===== config.mk =====
export PLATFORM = sky130hd
export DESIGN_NAME = chme_ctrl
export DESIGN_NICKNAME = d
export VERILOG_FILES = /design/src/rtl/core/chme_pkg.sv /design/src/rtl/core/chme_ctrl.sv
export SDC_FILE = /design/constraint.sdc
export NUM_CORES = 1
export LEC_CHECK = 0
export BUFFER_PORTS_ARGS = -buffer_cell sky130_fd_sc_hd__buf_2
export CAP_MARGIN = 15
export CORE_UTILIZATION = 41
export CTS_CLUSTER_SIZE = 30
export DETAILED_ROUTE_END_ITERATION = 8
export HOLD_SLACK_MARGIN = 0.06
export PLACE_DENSITY = 0.86
export SYNTH_ARGS = -nofsm -noshare
export SYNTH_HDL_FRONTEND = slang
export SYNTH_SLANG_ARGS = --single-unit

===== constraint.sdc =====
create_clock -name clk -period 1.5 [get_ports clk]
set_clock_uncertainty 0.1 [all_clocks]
set_input_delay 0.15 -clock clk [delete_from_list [all_inputs] [get_ports clk]]
set_output_delay 0.15 -clock clk [all_outputs]
set_load 0.02 [all_outputs]

===== src/rtl/core/chme_pkg.sv =====
// shared types and constants of the chained hash map engine
package chme_pkg;

    typedef enum logic [1:0] {
        OP_GET    = 2'd0,
        OP_SET    = 2'd1,
        OP_REMOVE = 2'd2,
        OP_CLEAR  = 2'd3
    } op_t;

    typedef enum logic [1:0] {
        ST_OK     = 2'd0,
        ST_ABSENT = 2'd1,
        ST_FULL   = 2'd2
    } status_t;

    localparam int COUNT_BITS = 9;

    // controller to datapath commands
    typedef struct packed {
        logic load;        // capture the input transaction
        logic head_latch;  // take the bucket head as first entry of the walk
        logic walk_step;   // advance to the linked entry
        logic hit;         // current entry holds the key
        logic do_get;
        logic do_replace;
        logic do_insert;
        logic free_latch;  // take the successor of the used free entry
        logic do_unlink;
        logic unlink_fix;  // relink the predecessor of a removed entry
        logic mark_absent;
        logic set_full;
        logic clr_start;
        logic clr_step;    // clear one bucket in both head RAMs and thread one free link
        logic grow_start;
        logic grow_scan;   // read and empty the head of the scan bucket
        logic grow_latch;  // take the scanned head as first entry to move
        logic grow_next_bucket;
        logic grow_rd;     // read key and link of the entry to move
        logic grow_look;   // read the new chain head of that entry
        logic grow_move;   // relink the entry into the new chain
        logic grow_finish;
        logic out_load;
    } cmd_t;

    // datapath to controller status
    typedef struct packed {
        logic     cur_nil;
        logic     key_match;
        logic     found;
        logic     prev_nil;
        logic     val_zero;
        logic     free_nil;
        logic     need_grow;
        logic     clr_done;
        logic     scan_done;
        logic     gcur_nil;
        op_t      op;
    } stat_t;

endpackage


===== src/rtl/core/chme_ctrl.sv =====
// controller state machine of the chained hash map engine
module chme_ctrl
    import chme_pkg::*;
(
    input  logic  clk,
    input  logic  rst_n,
    input  logic  in_fire,
    input  logic  out_busy,
    output logic  in_ready,
    output cmd_t  cmd,
    input  stat_t st
);

    typedef enum logic [3:0] {
        S_BOOT,
        S_IDLE,
        S_HEAD,
        S_HEAD_W,
        S_RD,
        S_CMP,
        S_ACT,
        S_INS,
        S_FIX,
        S_CLR,
        S_GSCAN,
        S_GSCAN_W,
        S_GRD,
        S_GRD_W,
        S_GMOVE,
        S_OUT
    } state_t;

    state_t state_reg, state_next;

    always_comb
    begin
        cmd        = '0;
        state_next = state_reg;
        in_ready   = (state_reg == S_IDLE);
        unique case (state_reg)
            S_BOOT:
            begin
                cmd.clr_step = 1'b1;
                if (st.clr_done)
                begin
                    state_next = S_IDLE;
                end
            end
            S_IDLE:
            begin
                if (in_fire)
                begin
                    cmd.load   = 1'b1;
                    state_next = S_HEAD;
                end
            end
            S_HEAD:
            begin
                if (st.op == OP_CLEAR)
                begin
                    cmd.clr_start = 1'b1;
                    state_next    = S_CLR;
                end
                else
                begin
                    state_next = S_HEAD_W;
                end
            end
            S_HEAD_W:
            begin
                cmd.head_latch = 1'b1;
                state_next     = S_RD;
            end
            S_RD:
            begin
                state_next = st.cur_nil ? S_ACT : S_CMP;
            end
            S_CMP:
            begin
                if (st.key_match)
                begin
                    cmd.hit    = 1'b1;
                    state_next = S_ACT;
                end
                else
                begin
                    cmd.walk_step = 1'b1;
                    state_next    = S_RD;
                end
            end
            S_ACT:
            begin
                state_next = S_OUT;
                unique case (st.op)
                    OP_GET:
                    begin
                        cmd.do_get = 1'b1;
                    end
                    OP_SET:
                    begin
                        if (st.found)
                        begin
                            cmd.do_replace = 1'b1;
                        end
                        else if (st.val_zero)
                        begin
                            cmd.mark_absent = 1'b1;
                        end
                        else if (st.free_nil)
                        begin
                            cmd.set_full = 1'b1;
                        end
                        else
                        begin
                            cmd.do_insert = 1'b1;
                            state_next    = S_INS;
                        end
                    end
                    OP_REMOVE:
                    begin
                        if (st.found)
                        begin
                            cmd.do_unlink = 1'b1;
                            if (!st.prev_nil)
                            begin
                                state_next = S_FIX;
                            end
                        end
                        else
                        begin
                            cmd.mark_absent = 1'b1;
                        end
                    end
                    OP_CLEAR:
                    begin
                        state_next = S_OUT;
                    end
                endcase
            end
            S_INS:
            begin
                cmd.free_latch = 1'b1;
                if (st.need_grow)
                begin
                    cmd.grow_start = 1'b1;
                    state_next     = S_GSCAN;
                end
                else
                begin
                    state_next = S_OUT;
                end
            end
            S_FIX:
            begin
                cmd.unlink_fix = 1'b1;
                state_next     = S_OUT;
            end
            S_CLR:
            begin
                cmd.clr_step = 1'b1;
                if (st.clr_done)
                begin
                    state_next = S_OUT;
                end
            end
            S_GSCAN:
            begin
                if (st.scan_done)
                begin
                    cmd.grow_finish = 1'b1;
                    state_next      = S_OUT;
                end
                else
                begin
                    cmd.grow_scan = 1'b1;
                    state_next    = S_GSCAN_W;
                end
            end
            S_GSCAN_W:
            begin
                cmd.grow_latch = 1'b1;
                state_next     = S_GRD;
            end
            S_GRD:
            begin
                if (st.gcur_nil)
                begin
                    cmd.grow_next_bucket = 1'b1;
                    state_next           = S_GSCAN;
                end
                else
                begin
                    cmd.grow_rd = 1'b1;
                    state_next  = S_GRD_W;
                end
            end
            S_GRD_W:
            begin
                cmd.grow_look = 1'b1;
                state_next    = S_GMOVE;
            end
            S_GMOVE:
            begin
                cmd.grow_move = 1'b1;
                state_next    = S_GRD;
            end
            S_OUT:
            begin
                if (!out_busy)
                begin
                    cmd.out_load = 1'b1;
                    state_next   = S_IDLE;
                end
            end
            default: state_next = S_IDLE;
        endcase
    end

    always_ff @(posedge clk or negedge rst_n)
    begin
        if (!rst_n)
        begin
            state_reg <= S_BOOT;
        end
        else
        begin
            state_reg <= state_next;
        end
    end

endmodule


==> key figures, run 1 <==
Outcome
  – Status: did not finish
  – Fail Step: global routing (5_1_grt)
  – Log Error: [ERROR GRT-0232] Routing congestion too high. Check the congestion heatmap in the GUI.

Global routing
  – Total gr overflow: 39
  – Total Routing Usage GR: 74.3%
  – Largest net degree at the start of global routing: 16

Clock network
  – CTS Buf Count: 3
  – Clk buf depth: 2
  – Num Clock Sinks: 4
  – H-tree levels: 1
  – Clock root buffer: clkbuf_4

Placed design
  – Port bufs: 39
  – RD Place Congestion: 0.924
  – DP Wirelength: 2.07 mm

Synthesis
  – Seq cells post-synth: 4
  – Synthesized instance count: 116
  – Syn Nets: 136
  – Cell area after synthesis: 792 µm²
  – Synth top area share: 12.6%
  – Predominant post-synthesis flop cell: dfrtp_1
  – Post-synth EDFFs: 0
  – Fraction of registers with async set/reset: 100%
  – Synth area leaders: dfrtp_1 (13%), nand2b_1 (7.1%), ha_1 (6.3%), nor3_1 (6.3%), nor2_1 (6.2%)
  – Average size of a mapped cell: 6.83 µm²
  – Area leader, netlist: dfrtp_1
  – Yosys warns: 0
  – Distinct cells, synth: 38
  – Sequential area share after synthesis: 12.6%

Die
  – # rows: 15
  – I/O pin cnt: 40
  – Initial Util: 44.9%
  – Die width: 46.0 µm
  – Die height: 46.0 µm

Timing
  – Worst endpoint type: top-level output
  – Worst setup endpoint GRT: cmd[11]
[logic make-up after synthesis]
group / count (synthesis) / share of synthesized area [%]
AOI/OAI and AO/OA: 28 / 23.9
adders and majority gates: 4 / 6.32
buffers and inverters: 15 / 11.4
DFF: 4 / 12.6
muxes: 1 / 1.26
and+or+nand+nor: 64 / 44.6
[per-layer routing]
layer | overflow | GRT usage (%)
met5 | 0 | 14.3
met4 | 18 | 89.4
met3 | 0 | 42.5
met2 | 21 | 94.1
met1 | 0 | 75.7
[what timing repair did]
item                                    CTS
endpoints found under the setup margin   28
pin swaps                                 9
hold buffers                              1
gates resized for setup                  44
setup buffers                             8
endpoints found under the hold margin     4
[through the flow]
stage / setup WS [ps] / instances / TNS [ps] / utilization, % / area, µm²
after detailed placement: -149 / 197 / -566 / 67.0 / 1180
after CTS: -191 / 209 / -2740 / 80.4 / 1420
after global placement: -36.7 / 197 / -139 / 67.0 / 1180
after floorplan: -93.9 / 116 / -162 / - / 831
[cell usage after synthesis, types with 3 or more instances]
master,count
a211oi_1,3
nor2_1,13
buf_2,3
nand2b_1,9
nand2_1,11
a21oi_1,8
and3_1,4
o21ai_0,5
inv_1,7
buf_6,3
dfrtp_1,4
ha_1,4
nor3_1,10
==> run 2, diff against run 1 <==
- CORE_AREA: unset -> 2 2 63 65
- CORE_UTILIZATION: 41 -> unset
- CTS_CLUSTER_SIZE: 30 -> unset
- DIE_AREA: unset -> 0 0 65 67
- HOLD_SLACK_MARGIN: 0.06 -> unset
- PLACE_DENSITY: 0.86 -> unset
- PLACE_DENSITY_LB_ADDON: unset -> 0.15
- clock period: 1.5 -> 2 ns (I/O delays scaled with it)
==> run 2 against run 1 <==
  * The flow now finishes without violations
  * Synthesized cell count unchanged
  * Synthesized area unchanged
==> key figures, run 2 <==
Synthesis
  – Synthesized instance count: 116 (unchanged)
  – Post-synth EDFFs: 0 (unchanged)
  – Yosys warns: 0 (unchanged)
  – Seq cells post-synth: 4 (unchanged)
  – Area leader, netlist: dfrtp_1
  – Sequential area share after synthesis: 12.6% (unchanged)
  – Cell area after synthesis: 792 µm² (unchanged)
  – Synth top area share: 12.6% (unchanged)
  – Average size of a mapped cell: 6.83 µm² (unchanged)
  – Most frequent cell after synthesis: nor2_1
  – Post-synth top cells: nor2_1 (13), nand2_1 (11), nor3_1 (10), nand2b_1 (9), a21oi_1 (8)
  – Synth area leaders: dfrtp_1 (13%), nand2b_1 (7.1%), ha_1 (6.3%), nor3_1 (6.3%), nor2_1 (6.2%)
  – Fraction of registers with async set/reset: 100% (unchanged)
  – Predominant post-synthesis flop cell: dfrtp_1
  – Distinct cells, synth: 38 (unchanged)
  – Syn Nets: 136 (unchanged)

Critical path
  – Critical Path End Type: output pin
  – CP Max Fanout: 18
  – CP Data Arrival Time: 1550 ps
  – Critical path required time: 1700 ps
  – Crit-path max cell delay: 520 ps
  – Cell Chain, Critical Path: nand2b_1 -> nor2_1 -> and3_1 -> buf_2
  – Startpoint types: flip-flop
  – R2r setup slk: 350 ps
  – Slowest CP cell: dfrtp_2
  – WS Path Type: flip-flop to output pin

Timing
  – Fmax: 0.542 GHz
  – Sum Neg Setup Slack: 0 ps
  – Min Tclk post-route: 1850 ps
  – Endpoints failing setup: 0
  – RSZ-0062 raised after global routing: no
  – Worst slew margin: 76.2%
  – Fin crit share: 92.3%
  – Final Hold Fails: 0
  – Worst-margin pin slew: 356 ps
  – PnR worst setup slack: 154 ps
  – Fin. max-slew vios: 0
  – Hold Worst Slack: 200 ps

Final layout
  – Final net count: 182
  – Most frequent cells in the layout: buf_2 (39), nor2_1 (13), nand2_1 (11)
  – Layout cells sized above 1: 38.8%
  – Max FFs per register: 4
  – Commonest non-fill, non-tap cell in the layout: buf_2
  – Sequential Area: 104 µm²
  – Footprint of the multi-input gates: 604 µm²
  – Area Overhead vs Synth: 40.0%
  – # fillers: 431
  – Antenna cell count: 0
  – Post-route insts no fill: 208

Clock network
  – H-tree levels: 1 (unchanged)
  – CTS clk-pin slew, worst paths: 30 ps
  – CTS Buf Count: 3 (unchanged)
  – Clock root buffer: clkbuf_8
  – CTS tree: done
  – Num Clock Sinks: 4 (unchanged)
  – Clock latency on the worst-skew pair: 220 ps
  – Clk buf depth: 2 (unchanged)

Pwr
  – Lkg Pwr: 0.580 nW
  – Worst vdd ir: 314 µV
  – Flop pwr share: 16.4%
  – Clk pwr share: 11.2%
  – Pwr Density: 1380 mW/mm²
  – Sw Ratio: 52.9%
  – Power Total: 1.53 mW
  – Combinational power share: 72.4%
  – Int Power: 0.723 mW
  – NetSw: 0.810 mW

Placed design
  – DP Wirelength: 2.09 mm (+0.87%)
  – Port bufs: 39 (unchanged)
  – RD Place Congestion: 0.786 (-15%)
  – Place WS: 222 ps (+371 ps)
  – DP Cell Count: 201 (+2.0%)

Die
  – # rows: 22 (+7)
  – Die height: 67 µm (+46%)
  – I/O pin cnt: 40 (unchanged)
  – Die width: 65 µm (+41%)
  – Initial Util: 22.0% (-23 points)
  – Die Area: 0.00436 mm²
  – Total core area: 0.00361 mm²

Job
  – Max Cap Viol: 0

Global routing
  – Initial antenna violation count: 0
  – Global-route wire length before repair: 4.26 mm
  – Total Routing Usage GR: 12.7%
  – Largest net degree at the start of global routing: 19
  – Vias in the first global route: 931
  – Total gr overflow: 0

Routing
  – 1st-iter DRT viols: 25
  – Per-cell routed wire length: 12.3 µm
  – Via density: 4.64
  – Drt drc: 0
  – Vias: 966
  – Drt pass-1 iters: 4
  – Total wire length: 2.56 mm
  – DRT antenna net count: 0

Worst hold path
  – Hold crit path type: input port to flip-flop

Outcome
  – Status: finished, final reports clean
run 2: cell counts after synthesis:
No cell type changed its count.
run 2: cell type report:
| cell class | count | share of cell area [%] |
|---|---|---|
| timing repair buffer | 49 | 24.6 |
| tap | 48 | 5.42 |
| sequential | 4 | 9.37 |
| multi-input combinational | 97 | 54.5 |
| clock buffer | 3 | 3.72 |
| inverter | 7 | 2.37 |
run 2: layer usage:
layer / wire (µm) / vias to the layer above / share of wire, % / GRT usage [%]
met4: 42 / 0 / 1.6 / 5.59
met2: 1160 / 37 / 45 / 21.4
met1: 1210 / 428 / 47 / 15.9
li1: - / 496 / - / -
met5: 0 / - / 0 / 0
met3: 149 / 5 / 5.8 / 2.03
run 2: cells by family after synthesis:
group / share of synthesized area (%)
compound gates: 23.9
flops: 12.6
simple gates: 44.6
fa+ha+maj: 6.32
buf+inv: 11.4
mux: 1.26
run 2: power groups by stage:
| stage | Combinational (mW) | Sequential (mW) | Clock, mW |
|---|---|---|---|
| CTS | 1.06 | 0.260 | 0.175 |
| global route | 1.23 | 0.272 | 0.185 |
| global placement | 1.04 | 0.258 | 0 |
| detailed placement | 1.05 | 0.255 | 0 |
| floorplan | 0.900 | 0.160 | 0 |
| finish | 1.11 | 0.252 | 0.172 |
run 2: stage by stage:
| step | util [%] | cell area, µm² |
|---|---|---|
| floorplan | - | 792 |
| global placement | 28.5 | 1030 |
| detailed placement | 28.5 | 1030 |
| CTS | 30.0 | 1080 |
| global route | 30.7 | 1110 |
| finish | 30.7 | 1110 |
run 2: worst paths after layout:
check	from	to	depth (start not counted)
worst max-delay path	state_reg[0]	cmd[14]	4
worst min-delay path	st[4]	state_reg[0]	3
worst max register to register	state_reg[1]	state_reg[2]	6
worst min register to register	state_reg[3]	state_reg[3]	3
max in group asynchronous	rst_n	state_reg[2]	2
min in group asynchronous	rst_n	state_reg[1]	2
run 2: critical path: cells and delay by family, from the launching register on:
family | cells | cell delay, ps
and+or+nand+nor | 3 | 650
buffers and inverters | 1 | 160
DFF | 1 | 520
run 2: repair_timing:
| action | in CTS | in global routing |
|---|---|---|
| hold endpoints to repair | 4 | 0 |
| buffers inserted | 0 | 3 |
| setup endpoints to repair | 3 | 3 |
| gates cloned | 0 | 0 |
| gates resized for setup | 2 | 2 |
| pin swaps | 0 | 0 |
| hold buffers | 1 | 0 |
Power figures use the tool's default switching activity.
